## src/sv/clock_cache_busy_pinned_top_defines.svh

```systemverilog
// Assertion macros shared by the clock cache directory.
// Used by the top level only; needs clk and rst in scope.
`ifndef CLOCK_CACHE_BUSY_PINNED_TOP_DEFINES_SVH
`define CLOCK_CACHE_BUSY_PINNED_TOP_DEFINES_SVH

// same-cycle implication
`define CCBP_ASSERT_NOW(label, ante, cons) \
  label: assert property (@(posedge clk) disable iff (rst) (ante) |-> (cons)) \
    else $error("ccbp assertion failed");

// next-cycle implication
`define CCBP_ASSERT_NEXT(label, ante, cons) \
  label: assert property (@(posedge clk) disable iff (rst) (ante) |=> (cons)) \
    else $error("ccbp assertion failed");

`endif

```

## src/sv/ccbp_ram.sv

```systemverilog
// Generic single-write, single-read RAM with registered read data.
// No dependencies.
module ccbp_ram #(
  parameter int WIDTH = 8,
  parameter int DEPTH = 16
) (
  input  logic clk,
  input  logic we,
  input  logic [$clog2(DEPTH)-1:0] wr_addr,
  input  logic [WIDTH-1:0] wr_data,
  input  logic [$clog2(DEPTH)-1:0] rd_addr,
  output logic [WIDTH-1:0] rd_data
);
  logic [WIDTH-1:0] mem [DEPTH];

  always_ff @(posedge clk) begin
    if (we) begin
      mem[wr_addr] <= wr_data;
    end
    rd_data <= mem[rd_addr];
  end
endmodule

```

## config.mk

```make
export PLATFORM = sky130hd
export DESIGN_NAME = ccbp_ram
export DESIGN_NICKNAME = d
export VERILOG_FILES = /design/src/sv/clock_cache_busy_pinned_top_defines.svh /design/src/sv/ccbp_ram.sv
export SDC_FILE = /design/constraint.sdc
export NUM_CORES = 1
export LEC_CHECK = 0
export BUFFER_PORTS_ARGS = -buffer_cell sky130_fd_sc_hd__clkbuf_2
export CELL_PAD_IN_SITES_DETAIL_PLACEMENT = 0
export CELL_PAD_IN_SITES_GLOBAL_PLACEMENT = 1
export CORE_ASPECT_RATIO = 1.4
export CORE_MARGIN = 2
export CORE_UTILIZATION = 53
export DETAILED_ROUTE_END_ITERATION = 10
export PLACE_DENSITY = 0.8
export SYNTH_ARGS = -nofsm -noshare
export SYNTH_HDL_FRONTEND = slang
export SYNTH_SLANG_ARGS = --single-unit
```

## constraint.sdc

```tcl
create_clock -name clk -period 2.1 [get_ports clk]
set_input_delay 0.42 -clock clk [delete_from_list [all_inputs] [get_ports clk]]
set_output_delay 0.42 -clock clk [all_outputs]
set_load 0.1 [all_outputs]
```

==> results of run 1 <==
## per-stage QoR
stage / hold slack, ns / cells / power (mW) / cell area (sq um)
6_report: 0.426 / 407 / 6.31 / 6090
5_1_grt: 0.421 / 407 / 6.50 / 6090
4_1_cts: 0.399 / 407 / 6.36 / 6090
3_5_place_dp: 0.670 / 375 / 3.52 / 5520
3_3_place_gp: 0.657 / 375 / 3.51 / 5520
2_1_floorplan: 0.519 / 229 / 3.39 / 5150
## cell usage after synthesis
| master | number |
|---|---|
| clkdlybuf4s25_2 | 3 |
| dfxtp_1 | 8 |
| nand2_1 | 9 |
| nand3_1 | 1 |
| nor2b_1 | 1 |
| buf_4 | 1 |
| nor3_1 | 4 |
| nor2_1 | 13 |
| edfxtp_1 | 128 |
| a22oi_1 | 16 |
| buf_2 | 3 |
| mux4_1 | 14 |
| and2_1 | 1 |
| mux4_2 | 18 |
| nand2b_1 | 2 |
| nand3b_1 | 2 |
| buf_6 | 3 |
| and2b_1 | 1 |
| or3b_2 | 1 |
## worst register-to-register path, cell delays in order (launching register included)
cell and delay [ns]:
edfxtp_1 0.38, mux4_1 0.49, a22oi_1 0.35, nand2_1 0.09
## report_power, final
| group | internal (mW) | switching [mW] |
|---|---|---|
| registers | 3.04 | 0.0168 |
| logic | 0.126 | 0.285 |
| clock network | 1.84 | 1.00 |
## worst max path at each step
| stage | from | end | slack (ns) | depth (start not counted) |
|---|---|---|---|---|
| CTS | rd_data[5] | rd_data[5] | 0.45 | 1 |
| global route | rd_data[5] | rd_data[5] | 0.44 | 1 |
| finish | rd_data[5] | rd_data[5] | 0.47 | 1 |
| detailed placement | rd_addr[0] | rd_data[2] | 0.04 | 6 |
| global placement | rd_addr[0] | rd_data[2] | 0.07 | 6 |
| floorplan | wr_addr[2] | mem[0][0] | 0.19 | 2 |
## logic make-up after synthesis
logic type	count (synthesis)	synth area share [%]
buf+inv	10	1.68
simple gates	35	3.18
compound gates	16	2.33
flops	136	77.8
mux	32	15.0
## layer usage
layer / track usage, % / up-vias / wire length [um]
li1: - / 1084 / -
met5: 0 / - / 0
met4: 8.17 / 0 / 204
met3: 6.01 / 16 / 368
met1: 27.2 / 1279 / 3930
met2: 33.1 / 69 / 5060
## placed cells by master (no fill, tap or decap), drive strengths merged, types with 2 or more instances in the layout
cell / instances
a22oi: 16
buf: 21
bufinv: 3
clkbuf: 45
clkinv: 8
dfxtp: 8
edfxtp: 128
mux4: 32
nand2: 9
nand2b: 2
nand3b: 2
nor2: 13
nor3: 4
## layout make-up
| class | instances | area share [%] |
|---|---|---|
| Multi-Input combinational cell | 83 | 17.4 |
| Clock buffer | 20 | 7.17 |
| Sequential cell | 136 | 65.8 |
| Clock inverter | 12 | 2.18 |
| Tap cell | 110 | 2.26 |
| Timing Repair Buffer | 46 | 5.26 |
## flip-flops by register name (all words and copies together), names as in the netlist
register and count:
rd_data 8, mem 128
==> flow_metrics.env, run 1 <==
export IMPL_timing_rr_end="rd_data[4]"
export IMPL_dr_pass1_iters=4
export IMPL_ys_ff_latch=136
export IMPL_r2r_cells=3
export IMPL_cts_max_path_buffers=2
export IMPL_drt_iter0_drc=195
export IMPL_ys_seq_area_share_pct=77.8
export IMPL_skew_ns=0.00553
export IMPL_min_from="wr_data[5]"
export IMPL_dpl_hpwl_mm=5.81
export IMPL_via_per_inst=6.01
export IMPL_slew_headroom_pct=63.8
export IMPL_crit_buf_inv=1
export IMPL_port_buffers=25
export IMPL_setup_viol=0
export IMPL_slew_violations=0
export IMPL_ys_top_cells_by_area="edfxtp_1, mux4_2, mux4_1"
export IMPL_chipWidth_um=87.3
export IMPL_place_ws_ns=0.0405
export IMPL_min_path_type="in2reg"
export IMPL_multiInputGateArea_sq_mm=0.00106
export IMPL_vdd_drop_max_uv=775
export IMPL_fin_ws_ns=0.474
export IMPL_power_leakage_nw=2.10
export IMPL_fillers=649
export IMPL_powerDensity_mw_per_mm2=1040
export IMPL_crit_path_cell_trace="clkbuf_2"
export IMPL_cts_made_buffers=17
export IMPL_fin_setup_tns_ns=0
export IMPL_die_h_um=121
export IMPL_cp_slowest_stage_delay_ns=0.46
export IMPL_hold_path_end="mem[15][5]"
export IMPL_worst_r2r_startpoint="mem[8][4]"
export IMPL_drt_wirelength_per_cell_um=23.5
export IMPL_postCtsHoldBufs=0
export IMPL_syn_num_nets=247
export IMPL_synth_top_area_share_pct=74.7
export IMPL_rows=42
export IMPL_io_pins=26
export IMPL_grt_pass1_vias=2593
export IMPL_avgSynthCellArea_sq_um=22.5
export IMPL_drt_wl_total_mm=9.56
export IMPL_synth_warnings=0
export IMPL_outcome="completed"
export IMPL_nNetsFinal=302
export IMPL_cp_required_ns=1.68
export IMPL_ys_types=19
export IMPL_post_cts_setup_buffer_count=0
export IMPL_cts_resized=0
export IMPL_final_util_pct=64.4
export IMPL_critPathKind="reg2out"
export IMPL_synth_area_sq_mm=0.00515
export IMPL_cts_sinks=136
export IMPL_core_region_area_sq_mm=0.00946
export IMPL_critical_path_top_delay_family="buffers and inverters"
export IMPL_start_kind="register"
export IMPL_finalHoldViolations=0
export IMPL_clkTransAtPathRegs_ns=0.05
export IMPL_htreeDepth=4
export IMPL_root_buffer="clkbuf_16"
export IMPL_rsz0062_at_grt="no"
export IMPL_num_vias=2448
export IMPL_tightest_slew_ns=0.545
export IMPL_clock_latency_ns=0.41
export IMPL_grt_ovfl_total=0
export IMPL_worstSetupEndpointType="output port"
export IMPL_track_usage_pct=20.8
export IMPL_initial_core_util_pct=54.4
export IMPL_r2r_setup_slack_ns=0.66
export IMPL_yosysTopAreaCell="edfxtp_1"
export IMPL_grt_pass1_wl_mm=15.1
export IMPL_cts_tree="built"
export IMPL_max_freq_mhz=615
export IMPL_diodes=0
export IMPL_gp_congestion=0.696
export IMPL_min_period_over_period_pct=77.4
export IMPL_period_minus_slack_ns=1.63
export IMPL_grt_max_degree=33
export IMPL_hold_path_depth=1
export IMPL_die_area_sq_mm=0.0105
export IMPL_antenna_found_initial=0
export IMPL_cp_arrival_ns=1.21
export IMPL_layout_drive_gt1_share_pct=30.3
export IMPL_maxCapViolations=0
export IMPL_critPathMaxFanout=1
export IMPL_postRouteAntennaNets=0
export IMPL_syn_inst=229
export IMPL_syn2layout_area_growth_pct=18.3
export IMPL_area_sequential_sq_mm=0.00400
export IMPL_slowest_stage="clkbuf_2"
export IMPL_drc=0
No activity file was read; power rests on OpenSTA's default activity.
==> inputs of run 2 (changes only) <==
==> constraint.sdc (replaced) <==
create_clock -name clk -period 1.6 [get_ports clk]
set_input_delay 0.32 -clock clk [delete_from_list [all_inputs] [get_ports clk]]
set_output_delay 0.32 -clock clk [all_outputs]
set_load 0.1 [all_outputs]
==> run 2 against run 1 <==
Net effect:
- cell area increased by 0.70%
- non-clock buffer count increased by 5
- sequential share of layout area decreased by 0.46 points
- largest power group unchanged
- count of clock-buffer cells in the layout unchanged
- setup slack got worse by 0.41 ns
- cell count increased by 1.2%
- worst hold slack got worse by 0.10 ns
- clock skew increased by 0.00088 ns
- critical path depth unchanged
- power increased by 31%
==> flow_metrics.env, run 2 (synthesized netlist as in run 1, its figures left out) <==
export IMPL_clkPwrFrac_pct=44.9
export IMPL_cts_sinks=136
export IMPL_cp_depth=1
export IMPL_cp_required_ns=1.28
export IMPL_critical_path_top_delay_family="buffers and inverters"
export IMPL_p_sw_mw=1.70
export IMPL_slew_violations=0
export IMPL_track_usage_pct=20.1
export IMPL_r2r_cells=3
export IMPL_largest_register="mem"
export IMPL_rows=42
export IMPL_io_pins=26
export IMPL_clkTransAtPathRegs_ns=0.05
export IMPL_die_area_sq_mm=0.0105
export IMPL_slowest_stage="clkbuf_2"
export IMPL_postCtsHoldBufs=0
export IMPL_tightest_slew_ns=0.794
export IMPL_cts_resized=0
export IMPL_max_freq_mhz=651
export IMPL_min_period_over_period_pct=95.9
export IMPL_largest_reg_flops=128
export IMPL_crit_buf_inv=1
export IMPL_via_per_inst=5.87
export IMPL_chipWidth_um=87.3
export IMPL_skew_ns=0.00641
export IMPL_critPathMaxFanout=1
export IMPL_final_cell_area_sq_mm=0.00613
export IMPL_p_total_mw=8.27
export IMPL_crit_path_cell_trace="clkbuf_2"
export IMPL_cp_slowest_stage_delay_ns=0.46
export IMPL_powerDensity_mw_per_mm2=1350
export IMPL_period_minus_slack_ns=1.53
export IMPL_antenna_found_initial=0
export IMPL_dpl_hpwl_mm=5.93
export IMPL_final_common_cell="edfxtp_1"
export IMPL_switching_share_pct=20.5
export IMPL_drt_iter0_drc=264
export IMPL_worstSetupEndpointType="output port"
export IMPL_p_int_mw=6.57
export IMPL_initial_core_util_pct=54.4
export IMPL_drt_wirelength_per_cell_um=23.0
export IMPL_layout_common_cells="edfxtp_1, clkbuf_2, buf_4"
export IMPL_diodes=0
export IMPL_syn2layout_area_growth_pct=19.1
export IMPL_start_kind="register"
export IMPL_hold_path_depth=1
export IMPL_num_vias=2417
export IMPL_core_region_area_sq_mm=0.00946
export IMPL_slew_headroom_pct=47.0
export IMPL_gp_congestion=0.762
export IMPL_drc=0
export IMPL_cp_arrival_ns=1.21
export IMPL_die_h_um=121
export IMPL_cts_max_path_buffers=2
export IMPL_root_buffer="clkbuf_16"
export IMPL_place_area_sq_mm=0.00556
export IMPL_htreeDepth=4
export IMPL_power_frac_comb_pct=6.6
export IMPL_r2r_setup_slack_ns=0.27
export IMPL_maxCapViolations=0
export IMPL_outcome="completed"
export IMPL_post_cts_setup_buffer_count=0
export IMPL_dr_pass1_iters=4
export IMPL_cts_made_buffers=17
export IMPL_layout_drive_gt1_share_pct=32.5
export IMPL_seqPwrFrac_pct=48.5
export IMPL_cts_tree="built"
export IMPL_grt_max_degree=23
export IMPL_critPathKind="reg2out"
export IMPL_top_regs="mem (128), rd_data (8)"
export IMPL_finalHoldViolations=0
export IMPL_power_leakage_nw=2.14
export IMPL_postRouteAntennaNets=0
export IMPL_grt_pass1_wl_mm=14.6
export IMPL_rsz0062_at_grt="no"
export IMPL_drt_wl_total_mm=9.50
export IMPL_setup_viol=0
export IMPL_grt_pass1_vias=2543
export IMPL_min_path_type="in2reg"
export IMPL_nNetsFinal=307
export IMPL_port_buffers=25
export IMPL_clock_latency_ns=0.41
export IMPL_grt_ovfl_total=0
export IMPL_vdd_drop_max_uv=783
==> run 2: changes by cell type in the layout (fill, tap and decap cells not counted) <==
cell	change
buf_4	+5
clkinv_2	+3
clkinv_1	-2
clkinvlp_4	-1
nor3_1	-1
nor3_2	+1
==> run 2: worst register-to-register path, stage by stage, from the launching register on <==
cell	delay [ns]
edfxtp_1	0.37
mux4_2	0.47
a22oi_1	0.26
nand2_1	0.10
==> run 2: worst paths after layout <==
path | end | startpoint
worst max-delay path | rd_data[3] | rd_data[3]
worst min-delay path | mem[7][5] | wr_data[5]
worst max register to register | rd_data[6] | mem[10][6]
worst min register to register | rd_data[2] | mem[12][2]
==> run 2: final cells by class <==
class / count / area, sq um
Sequential cell: 136 / 4000
Fill cell: 634 / 3330
Multi-Input combinational cell: 83 / 1060
Clock buffer: 20 / 437
Timing Repair Buffer: 51 / 358
Tap cell: 110 / 138
Clock inverter: 12 / 133
==> run 2: per-layer routing <==
metal / GRT usage (%) / up-vias / wire [um]
met5: 0 / - / 0
met2: 33.0 / 66 / 5060
met4: 7.88 / 0 / 138
met1: 25.4 / 1246 / 3910
li1: - / 1092 / -
met3: 5.32 / 13 / 389
==> run 2: power groups by stage <==
stage          clock [mW]  sequential [mW]  combinational (mW)
3_5_place_dp            0             4.08               0.543
2_1_floorplan           0             4.25               0.202
5_1_grt              3.91             4.02               0.575
6_report             3.71             4.01               0.541
3_3_place_gp            0             4.08               0.532
4_1_cts              3.76             4.01               0.547
==> run 2: stage by stage <==
| stage | setup WS, ns | std cells | hold WS [ns] | util [%] | setup TNS, ns |
|---|---|---|---|---|---|
| 2_1_floorplan | 0.0139 | 229 | 0.419 | - | 0 |
| 3_3_place_gp | -0.0966 | 380 | 0.646 | 58.8 | -0.524 |
| 3_5_place_dp | -0.107 | 380 | 0.659 | 58.8 | -0.813 |
| 4_1_cts | 0.0188 | 412 | 0.326 | 64.8 | 0 |
| 5_1_grt | 0.0203 | 412 | 0.346 | 64.8 | 0 |
| 6_report | 0.0651 | 412 | 0.326 | 64.8 | 0 |
